`src/hw/rtl/wf23_pkg.sv`:
```
// Shared types and constants of the Winograd F(2,3) input transform.
package wf23_pkg;

  localparam int unsigned WF_QUEUE_DEPTH = 2;

  localparam int unsigned ROWS_PER_TILE = 4;
  localparam int unsigned COLS_PER_TILE = 4;

  typedef logic signed [7:0] sample_t;
  typedef logic signed [8:0] partial_t;
  typedef logic signed [9:0] coeff_t;
  typedef logic [1:0]        idx_t;

  localparam idx_t LAST_ROW = 2'd3;
  localparam idx_t LAST_COL = 2'd3;

  // Reduced rows of one tile: rows 0..2 as kept, row 3 straight from the row transform.
  typedef struct packed {
    partial_t [ROWS_PER_TILE-1:0][COLS_PER_TILE-1:0] p;
  } tile_t;

  typedef struct packed {
    logic  valid;
    tile_t tile;
  } q_push_t;

  typedef struct packed {
    logic  full;
    logic  empty;
    tile_t head;
  } q_stat_t;

  typedef struct packed {
    idx_t rows_seen;
  } front_stat_t;

endpackage

```
`src/hw/rtl/wf23_if.sv`:
```
// Stream interfaces for tile rows in and transformed columns out.
interface wf23_row_if;
  import wf23_pkg::*;

  logic    valid;
  logic    ready;
  sample_t row_sample_0;
  sample_t row_sample_1;
  sample_t row_sample_2;
  sample_t row_sample_3;

  modport source (output valid, output row_sample_0, output row_sample_1,
                  output row_sample_2, output row_sample_3, input ready);
  modport sink   (input valid, input row_sample_0, input row_sample_1,
                  input row_sample_2, input row_sample_3, output ready);
endinterface

interface wf23_col_if;
  import wf23_pkg::*;

  logic   valid;
  logic   ready;
  idx_t   column_index;
  coeff_t coeff_0;
  coeff_t coeff_1;
  coeff_t coeff_2;
  coeff_t coeff_3;
  logic   tile_last;

  modport source (output valid, output column_index, output coeff_0, output coeff_1,
                  output coeff_2, output coeff_3, output tile_last, input ready);
  modport sink   (input valid, input column_index, input coeff_0, input coeff_1,
                  input coeff_2, input coeff_3, input tile_last, output ready);
endinterface

```
`src/hw/rtl/winograd_f23_input_transform.sv`:
```
// Top level of the Winograd F(2,3) input transform of 4x4 signed byte tiles.
//
//   Channel | Dir | Handshake      | Carries
//   --------+-----+----------------+-------------------------------------------
//   row_i   | in  | valid / ready  | one tile row, row_sample_0..3 (int8)
//   col_o   | out | valid / ready  | column_index, coeff_0..3 (10 bit), tile_last
//
// Rows are taken one per cycle; only a fourth row waits, while the queue is full.
// Rows one to three of a tile only update the kept reduced rows; the fourth row
// pushes the whole tile into a short queue, and the column side then delivers the
// four columns in order from its output register. The tile is first written into
// the queue, then its first column is loaded into the output register and shown.
// Sustained throughput, with the output ready, is one row and one result per cycle;
// the column side's single output register sets that, four results per four rows.
// Reset clears the row count, the queue pointers and fill count, the column count
// and the output valid; stored partials are overwritten before they are read.
// A stalled output only holds back the fourth row of a tile, and only once the
// queue is full.
module winograd_f23_input_transform #(
  parameter int unsigned QueueDepth = wf23_pkg::WF_QUEUE_DEPTH
) (
  input  logic       clk_i,
  input  logic       rst_ni,
  wf23_row_if.sink   row_i,
  wf23_col_if.source col_o
);
  import wf23_pkg::*;

  q_push_t     q_push;
  q_stat_t     q_stat;
  front_stat_t f_stat;
  logic        q_pop;

  // Row side: row transform and tile assembly.
  wf23_front u_front (
    .clk_i    (clk_i),
    .rst_ni   (rst_ni),
    .row_i    (row_i),
    .q_stat_i (q_stat),
    .q_push_o (q_push),
    .stat_o   (f_stat)
  );

  // Decouples row arrival from column delivery.
  wf23_queue #(
    .Depth (QueueDepth)
  ) u_queue (
    .clk_i  (clk_i),
    .rst_ni (rst_ni),
    .push_i (q_push),
    .pop_i  (q_pop),
    .stat_o (q_stat)
  );

  // Column side: column transform and output register.
  wf23_back u_back (
    .clk_i    (clk_i),
    .rst_ni   (rst_ni),
    .q_stat_i (q_stat),
    .pop_o    (q_pop),
    .col_o    (col_o)
  );

  // The row side never pushes a tile into a full queue.
  assert property (@(posedge clk_i) disable iff (!rst_ni)
    q_push.valid |-> !q_stat.full)
    else $error("tile pushed into full queue");

  // The column side never pops an empty queue.
  assert property (@(posedge clk_i) disable iff (!rst_ni)
    q_pop |-> !q_stat.empty)
    else $error("pop from empty queue");

  // A fourth-row transfer restarts the row count of the next tile.
  assert property (@(posedge clk_i) disable iff (!rst_ni)
    (row_i.valid && row_i.ready && f_stat.rows_seen == LAST_ROW)
      |=> (f_stat.rows_seen == '0))
    else $error("row count did not wrap after fourth row");

  // The last mark sits on the fourth column and nowhere else.
  assert property (@(posedge clk_i) disable iff (!rst_ni)
    col_o.valid |-> (col_o.tile_last == (col_o.column_index == LAST_COL)))
    else $error("tile_last does not match column index");

endmodule

```
`src/hw/rtl/wf23_front.sv`:
```
// Row side: takes tile rows, applies the row transform and assembles tiles.
module wf23_front (
  input  logic                  clk_i,
  input  logic                  rst_ni,
  wf23_row_if.sink              row_i,
  input  wf23_pkg::q_stat_t     q_stat_i,
  output wf23_pkg::q_push_t     q_push_o,
  output wf23_pkg::front_stat_t stat_o
);
  import wf23_pkg::*;

  idx_t     rows_q, rows_d;
  partial_t [ROWS_PER_TILE-2:0][COLS_PER_TILE-1:0] keep_q;
  partial_t [COLS_PER_TILE-1:0] red;
  logic     xfer;

  // Row transform [x0-x2, x1+x2, x2-x1, x1-x3].
  always_comb begin
    red[0] = partial_t'(row_i.row_sample_0) - partial_t'(row_i.row_sample_2);
    red[1] = partial_t'(row_i.row_sample_1) + partial_t'(row_i.row_sample_2);
    red[2] = partial_t'(row_i.row_sample_2) - partial_t'(row_i.row_sample_1);
    red[3] = partial_t'(row_i.row_sample_1) - partial_t'(row_i.row_sample_3);
  end

  // The last row of a tile needs a free queue slot; the others never wait.
  assign row_i.ready = (rows_q != LAST_ROW) || !q_stat_i.full;
  assign xfer        = row_i.valid && row_i.ready;
  assign rows_d      = xfer ? rows_q + idx_t'(1) : rows_q;

  always_ff @(posedge clk_i or negedge rst_ni) begin
    if (!rst_ni) begin
      rows_q <= '0;
    end else begin
      rows_q <= rows_d;
    end
  end

  always_ff @(posedge clk_i) begin
    for (int r = 0; r < ROWS_PER_TILE - 1; r++) begin
      if (xfer && rows_q == idx_t'(r)) begin
        keep_q[r] <= red;
      end
    end
  end

  always_comb begin
    q_push_o.valid     = xfer && (rows_q == LAST_ROW);
    q_push_o.tile.p[0] = keep_q[0];
    q_push_o.tile.p[1] = keep_q[1];
    q_push_o.tile.p[2] = keep_q[2];
    q_push_o.tile.p[3] = red;
  end

  assign stat_o.rows_seen = rows_q;

endmodule

```
`src/hw/rtl/wf23_queue.sv`:
```
// Short queue of assembled tiles between the row side and the column side.
module wf23_queue #(
  parameter int unsigned Depth = wf23_pkg::WF_QUEUE_DEPTH
) (
  input  logic              clk_i,
  input  logic              rst_ni,
  input  wf23_pkg::q_push_t push_i,
  input  logic              pop_i,
  output wf23_pkg::q_stat_t stat_o
);
  import wf23_pkg::*;

  localparam int unsigned PtrW = (Depth > 1) ? $clog2(Depth) : 1;
  localparam int unsigned CntW = $clog2(Depth + 1);

  tile_t            mem_q [Depth];
  logic [PtrW-1:0]  wr_q, rd_q;
  logic [CntW-1:0]  cnt_q;
  logic             do_push, do_pop;

  function automatic logic [PtrW-1:0] wrap_inc(input logic [PtrW-1:0] ptr);
    logic [PtrW-1:0] res;
    if (ptr == PtrW'(Depth - 1)) begin
      res = '0;
    end else begin
      res = ptr + PtrW'(1);
    end
    return res;
  endfunction

  assign do_push = push_i.valid && (cnt_q != CntW'(Depth));
  assign do_pop  = pop_i && (cnt_q != '0);

  always_ff @(posedge clk_i or negedge rst_ni) begin
    if (!rst_ni) begin
      wr_q  <= '0;
      rd_q  <= '0;
      cnt_q <= '0;
    end else begin
      if (do_push) begin
        wr_q <= wrap_inc(wr_q);
      end
      if (do_pop) begin
        rd_q <= wrap_inc(rd_q);
      end
      if (do_push && !do_pop) begin
        cnt_q <= cnt_q + CntW'(1);
      end else if (do_pop && !do_push) begin
        cnt_q <= cnt_q - CntW'(1);
      end
    end
  end

  always_ff @(posedge clk_i) begin
    if (do_push) begin
      mem_q[wr_q] <= push_i.tile;
    end
  end

  assign stat_o.full  = (cnt_q == CntW'(Depth));
  assign stat_o.empty = (cnt_q == '0);
  assign stat_o.head  = mem_q[rd_q];

endmodule

```
`src/hw/rtl/wf23_back.sv`:
```
// Column side: runs the column transform on the head tile, one column per result.
module wf23_back (
  input  logic              clk_i,
  input  logic              rst_ni,
  input  wf23_pkg::q_stat_t q_stat_i,
  output logic              pop_o,
  wf23_col_if.source        col_o
);
  import wf23_pkg::*;

  idx_t     k_q;
  logic     valid_q;
  logic     load;
  partial_t c0, c1, c2, c3;
  idx_t     col_q;
  coeff_t   t0_q, t1_q, t2_q, t3_q;

  assign load  = !valid_q || col_o.ready;
  assign pop_o = load && !q_stat_i.empty && (k_q == LAST_COL);

  always_comb begin
    c0 = q_stat_i.head.p[0][k_q];
    c1 = q_stat_i.head.p[1][k_q];
    c2 = q_stat_i.head.p[2][k_q];
    c3 = q_stat_i.head.p[3][k_q];
  end

  always_ff @(posedge clk_i or negedge rst_ni) begin
    if (!rst_ni) begin
      valid_q <= 1'b0;
      k_q     <= '0;
    end else if (load) begin
      valid_q <= !q_stat_i.empty;
      if (!q_stat_i.empty) begin
        k_q <= k_q + idx_t'(1);
      end
    end
  end

  always_ff @(posedge clk_i) begin
    if (load && !q_stat_i.empty) begin
      col_q <= k_q;
      t0_q  <= coeff_t'(c0) - coeff_t'(c2);
      t1_q  <= coeff_t'(c1) + coeff_t'(c2);
      t2_q  <= coeff_t'(c2) - coeff_t'(c1);
      t3_q  <= coeff_t'(c1) - coeff_t'(c3);
    end
  end

  assign col_o.valid        = valid_q;
  assign col_o.column_index = col_q;
  assign col_o.coeff_0      = t0_q;
  assign col_o.coeff_1      = t1_q;
  assign col_o.coeff_2      = t2_q;
  assign col_o.coeff_3      = t3_q;
  assign col_o.tile_last    = (col_q == LAST_COL);

endmodule
```
`src/flat_wrapper.sv`:
```
// flat-port wrapper written by rule: the top's interface ports become plain ports
module winograd_f23_input_transform_flat import wf23_pkg::*;
#(
  parameter int unsigned QueueDepth = wf23_pkg::WF_QUEUE_DEPTH
)
  (clk_i, rst_ni, row_i_valid, row_i_row_sample_0, row_i_row_sample_1, row_i_row_sample_2, row_i_row_sample_3, row_i_ready, col_o_valid, col_o_column_index, col_o_coeff_0, col_o_coeff_1, col_o_coeff_2, col_o_coeff_3, col_o_tile_last, col_o_ready);
  wf23_row_if row_i_i ();
  wf23_col_if col_o_i ();
  input  logic clk_i;
  input  logic rst_ni;
  input wire logic [$bits(row_i_i.valid)-1:0] row_i_valid;
  input wire logic [$bits(row_i_i.row_sample_0)-1:0] row_i_row_sample_0;
  input wire logic [$bits(row_i_i.row_sample_1)-1:0] row_i_row_sample_1;
  input wire logic [$bits(row_i_i.row_sample_2)-1:0] row_i_row_sample_2;
  input wire logic [$bits(row_i_i.row_sample_3)-1:0] row_i_row_sample_3;
  output wire logic [$bits(row_i_i.ready)-1:0] row_i_ready;
  output wire logic [$bits(col_o_i.valid)-1:0] col_o_valid;
  output wire logic [$bits(col_o_i.column_index)-1:0] col_o_column_index;
  output wire logic [$bits(col_o_i.coeff_0)-1:0] col_o_coeff_0;
  output wire logic [$bits(col_o_i.coeff_1)-1:0] col_o_coeff_1;
  output wire logic [$bits(col_o_i.coeff_2)-1:0] col_o_coeff_2;
  output wire logic [$bits(col_o_i.coeff_3)-1:0] col_o_coeff_3;
  output wire logic [$bits(col_o_i.tile_last)-1:0] col_o_tile_last;
  input wire logic [$bits(col_o_i.ready)-1:0] col_o_ready;
  assign row_i_i.valid = row_i_valid;
  assign row_i_i.row_sample_0 = row_i_row_sample_0;
  assign row_i_i.row_sample_1 = row_i_row_sample_1;
  assign row_i_i.row_sample_2 = row_i_row_sample_2;
  assign row_i_i.row_sample_3 = row_i_row_sample_3;
  assign row_i_ready = row_i_i.ready;
  assign col_o_valid = col_o_i.valid;
  assign col_o_column_index = col_o_i.column_index;
  assign col_o_coeff_0 = col_o_i.coeff_0;
  assign col_o_coeff_1 = col_o_i.coeff_1;
  assign col_o_coeff_2 = col_o_i.coeff_2;
  assign col_o_coeff_3 = col_o_i.coeff_3;
  assign col_o_tile_last = col_o_i.tile_last;
  assign col_o_i.ready = col_o_ready;
  winograd_f23_input_transform #(.QueueDepth(QueueDepth)) u_core (.clk_i(clk_i), .rst_ni(rst_ni), .row_i(row_i_i), .col_o(col_o_i));
endmodule
```
`config.mk`:
```
export PLATFORM = sky130hd
export DESIGN_NAME = winograd_f23_input_transform_flat
export DESIGN_NICKNAME = d
export VERILOG_FILES = /design/src/hw/rtl/wf23_pkg.sv /design/src/hw/rtl/wf23_if.sv /design/src/hw/rtl/winograd_f23_input_transform.sv /design/src/hw/rtl/wf23_front.sv /design/src/hw/rtl/wf23_queue.sv /design/src/hw/rtl/wf23_back.sv /design/src/flat_wrapper.sv
export SDC_FILE = /design/constraint.sdc
export NUM_CORES = 1
export LEC_CHECK = 0
export ABC_AREA = 0
export BUFFER_PORTS_ARGS = -buffer_cell sky130_fd_sc_hd__buf_2
export CAP_MARGIN = 5
export CORE_UTILIZATION = 55
export DETAILED_ROUTE_END_ITERATION = 6
export PLACE_DENSITY = 0.78
export SKIP_CTS_REPAIR_TIMING = 1
export SLEW_MARGIN = 5
export SYNTH_ARGS = -nofsm -noshare
export SYNTH_HDL_FRONTEND = slang
export SYNTH_SLANG_ARGS = --single-unit
```
`constraint.sdc`:
```
create_clock -name clk_i -period 7.5 [get_ports clk_i]
set_input_delay 0.375 -clock clk_i [delete_from_list [all_inputs] [get_ports clk_i]]
set_output_delay 0.375 -clock clk_i [all_outputs]
set_load 0.05 [all_outputs]
```
==> results.json <==
{
  "multiInputGateArea_um2": 4780,
  "fillCellCount": 2219,
  "synth_top_cell_by_area": "edfxtp_1",
  "diodes": 0,
  "min_path_type": "input port to register",
  "synth_cell_types": 53,
  "startpoint_type": "register",
  "synthTopCellsByArea": "edfxtp_1 70%, mux4_2 8.9%, ha_1 5.1%, inv_1 1.8%, xnor2_1 1.6%",
  "rsz0062_at_grt": "false",
  "synth_top_area_share": 0.699,
  "drive_gt1_frac": 0.217,
  "p_leak_nw": 7.31,
  "cp_max_fo": 42,
  "synth_edf_count": 426,
  "grt_max_degree": 77,
  "yosysWarnings": 0,
  "dr.pass1.iters": 5,
  "yosysSeqAreaShare": 0.711,
  "cts_tree": "built",
  "synth-seq-cells": 435,
  "ff2ff_setup_slack_ns": 3.24,
  "status": "finished clean",
  "syn2layout_area_growth_pct": 12.1,
  "syn-num-nets": 1120,
  "worst_setup_path_end_kind": "register",
  "skew_ns": 0.0158,
  "final_antenna_net_count": 0,
  "grt_pass1_vias": 9074,
  "final_cell_area_um2": 20500,
  "synth.avg_cell_area_um2": 18.3,
  "dpl_worst_slack_ns": 3.22,
  "htreeDepth": 2,
  "routed_via_density": 5.62,
  "antenna_found_initial": 0,
  "grt-ovfl-total": 0,
  "final.min_clock_period_ns": 4.26,
  "hold_viol_final": 0,
  "die_h_um": 184,
  "die-width_um": 184,
  "p_per_area_nw_per_um2": 482,
  "rows": 66,
  "wirelength_um": 32400,
  "routabilityCongestion": 0.848,
  "slew_violations": 0,
  "worstSetupPathType": "register to register",
  "wl_per_cell_um": 20.5,
  "route.vias.total": 8872,
  "final_util": 0.629,
  "die-area_um2": 34000,
  "insertion_delay_ns": 0.53,
  "drc_errors": 0,
  "track_usage": 0.200,
  "crit_arrival_ns": 4.53,
  "grt_pass1_wl_um": 50300,
  "placed_area_um2": 19200,
  "dpl.hpwl_um": 21000,
  "cts_sinks": 435,
  "finalSetupTns_ns": 0,
  "start_util": 0.561,
  "drt_iter0_markers": 645,
  "seqCellArea_um2": 13000,
  "max-slew-margin-rel": 0.256,
  "synthCells": 1002,
  "cts_buffers": 41,
  "setup_viol": 0,
  "cts.root.buffer_cell": "clkbuf_16",
  "total_power_mw": 9.89,
  "synth_area_um2": 18300,
  "port_buffers": 80,
  "layout_setup_ws_ns": 3.24,
  "required_ns": 7.77,
  "timing.final.crit_share": 0.568,
  "synth_flop_cell": "edfxtp_1",
  "maxCapViolCount": 0,
  "core_area_um2": 32600,
  "fin_nets": 1223,
  "ys_async_sr_fraction": 0.0207,
  "clk_path_buf_depth": 3,
  "io_pins": 81,
  "fmax_mhz": 235,
  "path_clk_slew_ns": 0.06,
  "tightest_slew_ns": 1.10,
  "peakVddDrop_uv": 341
}
power breakdown:
group / internal, mW / switching [mW] / leakage [nW]
Clock: 1.22 / 0.831 / 0.653
Sequential: 3.52 / 0.222 / 4.00
Combinational: 1.59 / 2.50 / 2.66
Total: 6.34 / 3.55 / 7.31
final timing paths:
check                                                      startpoint                                  endpoint  cells past startpoint
worst max-delay path                  u_core.u_queue.rd_q$_DFFE_PN0P_  u_core.u_back.col_o.coeff_1[7]$_DFFE_PP_                      9
worst min-delay path                                      col_o_ready     u_core.u_back.col_o.valid$_DFFE_PN0N_                      2
worst max register to register        u_core.u_queue.rd_q$_DFFE_PN0P_  u_core.u_back.col_o.coeff_1[7]$_DFFE_PP_                      9
worst min register to register  u_core.u_front.q_push_o[16]$_DFFE_PP_     u_core.u_queue.mem_q[0][16]$_DFFE_PP_                      0
max in group asynchronous                                      rst_ni           u_core.u_queue.rd_q$_DFFE_PN0P_                      2
min in group asynchronous                                      rst_ni           u_core.u_queue.rd_q$_DFFE_PN0P_                      2
area by class of cell:
class | count | share of cell area
flip-flops and latches | 435 | 0.635
multi-input cells | 448 | 0.233
clock buffers | 54 | 0.0545
inverters | 90 | 0.0165
well taps | 442 | 0.0270
clock inverters | 21 | 0.0113
repair buffers | 89 | 0.0229
through the flow:
step / std cells / hold slack, ns
floorplan: 1002 / 0.0794
global route: 1579 / 0.0785
detailed placement: 1503 / 0.258
global placement: 1503 / 0.255
finish: 1579 / 0.0602
CTS: 1578 / -0.303
logic make-up after synthesis:
family | Yosys count | share of synthesized area
and+or+nand+nor | 106 | 0.0289
adders and majority gates | 82 | 0.0594
DFF | 435 | 0.711
buffers and inverters | 119 | 0.0287
muxes | 110 | 0.110
xor gates and xnor gates | 51 | 0.0244
AOI/OAI and AO/OA | 99 | 0.0371
cell usage after synthesis (all sizes together), types with 4 or more instances:
master     n
o21a       9
o211ai     5
dfrtp      9
edfxtp   426
a21oi     24
inv       90
o21ai     14
o21bai     6
or2        5
o22ai      5
xor2      18
buf       20
fa         8
ha        74
a31oi      7
nor2      37
o2111ai    4
clkbuf     9
mux2      11
o31a       4
nand2     11
nand3     12
nor3       5
xnor2     33
nor2b     16
and3       8
mux2i     27
or3        4
mux4      72
routing by layer:
| metal | track usage | wire (µm) |
|---|---|---|
| met4 | 0.0527 | 594 |
| met2 | 0.340 | 16000 |
| met1 | 0.271 | 14200 |
| met3 | 0.0287 | 1650 |
| met5 | 0 | 0 |
placed cells by master, fill, tap and decap left out, types with 4 or more instances in the layout:
master,netlist,routed
o2111ai_1,4,4
a21oi_1,23,22
mux2i_1,27,27
fa_1,8,8
o22ai_1,5,5
clkbuf_16,0,43
buf_4,1,8
nor3_1,5,5
clkinv_1,0,9
mux4_2,72,72
o21a_1,9,9
o21bai_1,6,6
o21ai_0,13,13
a31oi_1,7,7
o31a_1,4,4
mux2_2,11,11
or3_1,4,4
nand3_1,12,12
and3_1,8,5
xnor2_1,33,33
inv_1,88,88
edfxtp_1,426,426
nand2_1,11,11
buf_2,11,80
nor2_1,37,37
xor2_1,18,18
or2_2,4,4
clkbuf_1,9,11
bufinv_16,0,5
nor2b_1,16,15
ha_1,74,74
dfrtp_1,9,6
o211ai_1,5,5
state kept, by name (all words and copies together), names as in the netlist:
name,flops
u_core.u_queue.mem_q,280
u_core.u_back.col_o.coeff_2,9
u_core.u_queue.rd_q,1
u_core.u_back.k_q,2
u_core.u_queue.wr_q,1
u_core.u_front.q_push_o,105
u_core.u_queue.cnt_q,2
u_core.u_back.col_o.coeff_0,10
u_core.u_back.col_o.valid,1
u_core.u_front.stat_o,2
u_core.u_back.col_o.coeff_3,10
u_core.u_back.col_o.column_index,2
u_core.u_back.col_o.coeff_1,10
critical path: stages, from the launching register on:
cell and delay (ns):
dfrtp_4 0.83, buf_4 0.77, mux4_2 0.59, mux2i_1 0.37
ha_1 0.41, nor3_1 0.19, o21ai_0 0.15, a31oi_1 0.34
o22ai_1 0.16, xor2_1 0.16
Power figures use the tool's default switching activity.
